[src/design/f1ots_pkg.sv]
`timescale 1ns / 1ps
// ----------------------------------------------------------------------------
// f1ots_pkg
// Shared types and constants of the F1 threshold search block.
// ----------------------------------------------------------------------------
package f1ots_pkg;

    // width of the ratio register and its reset value (1.5 in q8)
    localparam int RATIO_BITS = 16;
    localparam logic [RATIO_BITS-1:0] RATIO_RESET = 16'd384;

    // width of each count field in a result word
    localparam int OUT_COUNT_BITS = 32;

    // controller states
    typedef enum logic [3:0] {
        ST_CLEAR,
        ST_IDLE,
        ST_UPD,
        ST_SW_INIT,
        ST_CAND,
        ST_MUL_LOAD,
        ST_MUL,
        ST_DECIDE,
        ST_STEP,
        ST_EMIT
    } state_t;

    // commands from controller to datapath
    typedef struct packed {
        logic clr_we;
        logic accept;
        logic upd;
        logic sw_init;
        logic cand;
        logic mul_load;
        logic decide;
        logic step;
        logic emit;
        logic sweep_addr;
    } cmd_t;

    // status from datapath to controller
    typedef struct packed {
        logic last;
        logic mul_done;
        logic thr_gt_min;
        logic out_free;
        logic clr_done;
    } status_t;

endpackage

[src/design/f1ots_ctrl.sv]
`timescale 1ns / 1ps
// ----------------------------------------------------------------------------
// f1ots_ctrl
// Controller: histogram clear, item update, threshold sweep and result.
// ----------------------------------------------------------------------------
module f1ots_ctrl (
    input  logic              aclk,
    input  logic              aresetn,
    input  logic              s_tvalid,
    output logic              s_tready,
    input  f1ots_pkg::status_t status,
    output f1ots_pkg::cmd_t    cmd
);

    f1ots_pkg::state_t state_reg, state_next;

    // state register
    always_ff @(posedge aclk) begin
        if (!aresetn) begin
            state_reg <= f1ots_pkg::ST_CLEAR;
        end else begin
            state_reg <= state_next;
        end
    end

    // next state and commands
    always_comb begin
        state_next = state_reg;
        cmd        = '0;
        s_tready   = 1'b0;
        unique case (state_reg)
            f1ots_pkg::ST_CLEAR: begin
                cmd.clr_we = 1'b1;
                if (status.clr_done) begin
                    state_next = f1ots_pkg::ST_IDLE;
                end
            end
            f1ots_pkg::ST_IDLE: begin
                s_tready = 1'b1;
                if (s_tvalid) begin
                    cmd.accept = 1'b1;
                    state_next = f1ots_pkg::ST_UPD;
                end
            end
            f1ots_pkg::ST_UPD: begin
                cmd.upd    = 1'b1;
                state_next = status.last ? f1ots_pkg::ST_SW_INIT : f1ots_pkg::ST_IDLE;
            end
            f1ots_pkg::ST_SW_INIT: begin
                cmd.sw_init = 1'b1;
                state_next  = f1ots_pkg::ST_CAND;
            end
            f1ots_pkg::ST_CAND: begin
                cmd.cand   = 1'b1;
                state_next = f1ots_pkg::ST_MUL_LOAD;
            end
            f1ots_pkg::ST_MUL_LOAD: begin
                cmd.mul_load = 1'b1;
                state_next   = f1ots_pkg::ST_MUL;
            end
            f1ots_pkg::ST_MUL: begin
                if (status.mul_done) begin
                    state_next = f1ots_pkg::ST_DECIDE;
                end
            end
            f1ots_pkg::ST_DECIDE: begin
                cmd.decide     = 1'b1;
                cmd.sweep_addr = 1'b1;
                state_next = status.thr_gt_min ? f1ots_pkg::ST_STEP : f1ots_pkg::ST_EMIT;
            end
            f1ots_pkg::ST_STEP: begin
                cmd.step       = 1'b1;
                cmd.sweep_addr = 1'b1;
                state_next     = f1ots_pkg::ST_CAND;
            end
            f1ots_pkg::ST_EMIT: begin
                if (status.out_free) begin
                    cmd.emit   = 1'b1;
                    state_next = f1ots_pkg::ST_IDLE;
                end
            end
            default: begin
                state_next = f1ots_pkg::ST_CLEAR;
            end
        endcase
    end

endmodule

[config.mk]
export PLATFORM = sky130hd
export DESIGN_NAME = f1ots_ctrl
export DESIGN_NICKNAME = d
export VERILOG_FILES = /design/src/design/f1ots_pkg.sv /design/src/design/f1ots_ctrl.sv
export SDC_FILE = /design/constraint.sdc
export NUM_CORES = 1
export LEC_CHECK = 0
export BUFFER_PORTS_ARGS = -buffer_cell sky130_fd_sc_hd__buf_2
export CORE_AREA = 2 2 39 41
export CTS_CLUSTER_DIAMETER = 50
export DETAILED_ROUTE_END_ITERATION = 10
export DIE_AREA = 0 0 41 43
export MAX_ROUTING_LAYER = met4
export PLACE_DENSITY_LB_ADDON = 0.25
export SLEW_MARGIN = 20
export SYNTH_ARGS = -nofsm -noshare
export SYNTH_HDL_FRONTEND = slang
export SYNTH_SLANG_ARGS = --single-unit
[constraint.sdc]
create_clock -name aclk -period 1.7 [get_ports aclk]
set_input_delay 0.17 -clock aclk [delete_from_list [all_inputs] [get_ports aclk]]
set_output_delay 0.17 -clock aclk [all_outputs]
set_load 0.02 [all_outputs]
# Yosys cells after proc, flatten, opt, wreduce, memory -nomap -nowiden
# Index checks and enable logic that the tools add are counted.
# totals
out_inout_bits,11
rom_bits,0
latchBits,0
ramBits,0
in_bits,8
register_bits,4
n_memories,0
# op_classes
n_reduce_logical,4
div_mod_pow,0
muxes,20
shift,0
magnitude_cmp,0
add_sub_neg,0
n_eq_ne,13
bitwise_logic,0
n_mul,0
# ops
cell,n
one-hot mux 4 bit (9 select lines),1
== test 4 x 3 -> 1 bit (second input constant),4
2-to-1 mux 4 bit,4
2-to-1 mux 1 bit,14
== test 4 x 2 -> 1 bit (second input constant),2
== test 4 bit (second input constant),2
!= test 2 bit (second input constant),4
== test 4 x 1 -> 1 bit (second input constant),1
logical NOT 4 bit,1
AND reduction 4 bit,1
OR reduction 2 bit,2
2-to-1 mux 2 bit,1

# Longest topological paths before layout
# depth
depth_word,3
ltp_mapped,4
mapped_depth_nobuf,3

# Worst setup path after synthesis
# No wires, ideal clock.
# synth_timing
path_type,register -> output
from,register state_reg[3]
to,output cmd[8] (netlist bit)
path_stages_with_launch,5
arrival_ps,1547
path_slack_ps,-17
cell_sequence,dfxtp_1 -> clkbuf_1 -> nand2b_1 -> nor3_1 -> and2_1
# synth_rtl
element,line_no,source
start: declaration,f1ots_ctrl.sv:15,"f1ots_pkg::state_t state_reg, state_next;"
start signal: assignment,f1ots_ctrl.sv:20,state_reg <= f1ots_pkg::ST_CLEAR;
start signal: assignment,f1ots_ctrl.sv:22,state_reg <= state_next;
end: declaration,f1ots_ctrl.sv:12,output f1ots_pkg::cmd_t cmd

==> out/results.ini <==
[pwr]
cellPowerDensity_nw_per_um2=764
p_leak_nw=0.256
total_power_mw=0.399
irDropWorstVdd_mv=0.436

[timing]
finalCriticalPeriod_ns=1.61
slew_violations=0
rsz0062_at_grt=no
fin_setup_tns_ns=0
finalHoldViolations=0
finalCritPeriodShare_pct=95.0
maxSlewHeadroom_pct=76.7
worstMarginPinSlew_ns=0.340
final.setup_skew_ns=0.00561
fmax_mhz=619
finalSetupViolations=0

[synth]
syn_nets=57
synth.avg_cell_area_um2=7.38
ys_seq_area_share_pct=22.1
ys_ff_latch=4
yosysUniqueCellTypes=25
synth_warnings=0
synth_area_um2=362
postSynthCellCount=49

[floorplanning]
coreArea_um2=1380
die-area_um2=1760
rows=14
fp.dieH_um=43
pin_count=19
die_w_um=41
initial_core_util_pct=26.1

[placed_design]
dp_hpwl_um=760
portBuffers=18
place_congestion=0.749

[final_layout]
largest_reg_flops=4
diodes=0
final_nets=81
syn_to_final_growth_pct=44.6
drive_gt1_share_pct=46.5

[setup_path]
crit_required_ns=1.53
crit_arrival_ns=1.44
r2r-start=state_reg[3]
worstSetupStartpointType=register
r2r-end=state_reg[0]
reg2reg_depth=4
cp_max_fo=5
worstSetupEndpointType=primary output
critPathKind=reg2out
rrSetupSlack_ns=0.32

[drt]
routedWlPerCell_um=10.7
wirelength_um=930
drcViolationCount=0
antenna_left=0
first_pass_iters=4
num_vias=419
vias_per_cell=4.82
drt-initial-drc-count=2

[clock_network]
root_buffer=clkbuf_4
cts_tree=built
htree_levels=1
cts_sinks=4
clock_latency_ns=0.23
post-cts-setup-buffers=0
holdBufCountCts=0
clkSlewWorstSetupHoldPaths_ns=0.04
ctsLongestPathBuffers=2
cts_buffers=3
cts_resized=0

[flow_run]
max-cap-violations=0

[hold_path]
min_path_type=in2reg
min-delay-start=aresetn
min_delay_worst_endpoint=state_reg[2]
worstHoldPathCells=2

[global_route]
grt_pass1_wl_um=1470
grt_pass1_vias=351
grt_usage_pct=12.6
grt_overflow=0
antenna_found_initial=0
grt_max_degree=14

[run_status]
status=completed

per-stage QoR:
step	area [um2]	hold WS, ns	utilization [%]	cells	setup WS [ns]
CTS	519	0.186	37.5	87	0.00625
detailed placement	497	0.432	35.9	84	0.261
global placement	497	0.433	35.9	84	0.275
floorplan	367	0.288	-	49	0.194
global route	523	0.190	37.8	87	0.0139
finish	523	0.194	37.8	87	0.0856
cell families (layout without fill, tap and decap cells):
family / Yosys count / in the layout / synth area share [%]
buf+inv: 6 / 28 / 6.92
simple gates: 26 / 26 / 41.5
mux: 1 / 1 / 4.15
flops: 4 / 4 / 22.1
compound gates: 12 / 12 / 25.3
per-layer routing:
layer | up-vias | track usage, % | part of all wire [%]
li1 | 223 | - | -
met1 | 182 | 14.7 | 46
met2 | 12 | 18.4 | 47
met3 | 2 | 4.71 | 6.2
met4 | 0 | 6.00 | 0.65
met5 | - | - | 0
critical path, cell delays in order (launching register included):
cell,delay [ns]
dfxtp_2,0.36
or3b_4,0.41
nor2_1,0.15
and2_1,0.14
buf_2,0.15
synth_stat cells:
master,instances,area share (%)
nand2b_1,6,10
nor2_1,6,6.2
dfxtp_1,4,22
nor3_1,4,5.5
a21oi_1,3,4.2
and2_1,2,3.5
buf_2,2,2.8
clkbuf_1,2,2.1
inv_1,2,2.1
nand3b_1,2,4.2
o22ai_1,2,3.5
a2111oi_0,1,2.4
a2111oi_2,1,4.2
and3_1,1,1.7
and3b_1,1,2.4
mux2_4,1,4.2
nand2_1,1,1.0
nor4_1,1,1.7
o211ai_1,1,2.1
o21a_1,1,2.1
o21ai_0,1,1.4
o21ba_2,1,2.8
o311a_1,1,2.8
or3b_1,1,2.4
or3b_2,1,2.4
cell usage in the layout, fill, tap and decap left out:
master / n
and2_1: 2
nand2b_1: 6
dfxtp_1: 3
o211ai_1: 1
or3b_4: 1
o21ai_0: 1
mux2_4: 1
nor4_1: 1
o311a_1: 1
nor3_1: 3
nand2_1: 1
a2111oi_0: 1
nor2_1: 6
o22ai_1: 2
nand3b_1: 2
clkbuf_4: 3
inv_1: 2
and3_1: 1
buf_2: 18
buf_4: 5
or3b_2: 1
nor3_2: 1
dfxtp_2: 1
o21ba_2: 1
o21a_1: 1
a2111oi_2: 1
a21oi_1: 3
and3b_1: 1
how the worst max path moves through the flow:
stage / start / to / depth (start not counted)
after global routing: state_reg[3] / cmd[1] / 4
after floorplan: state_reg[3] / cmd[8] / 4
final: state_reg[3] / cmd[1] / 4
after detailed placement: state_reg[3] / cmd[1] / 4
after CTS: state_reg[3] / cmd[1] / 4
after global placement: state_reg[3] / cmd[1] / 4
power by group:
group	internal (mW)	switching (mW)	total, mW
Combinational	0.0753	0.0992	0.174
Sequential	0.104	0.00874	0.113
Clock	0.0785	0.0336	0.112
final cells by class:
class / instances / area (um2)
Clock buffer: 3 / 22.5
Fill cell: 157 / 861
Inverter: 2 / 7.51
Multi-Input combinational cell: 39 / 264
Sequential cell: 4 / 81.3
Tap cell: 16 / 20.0
Timing Repair Buffer: 23 / 128
Power figures use the tool's default switching activity.
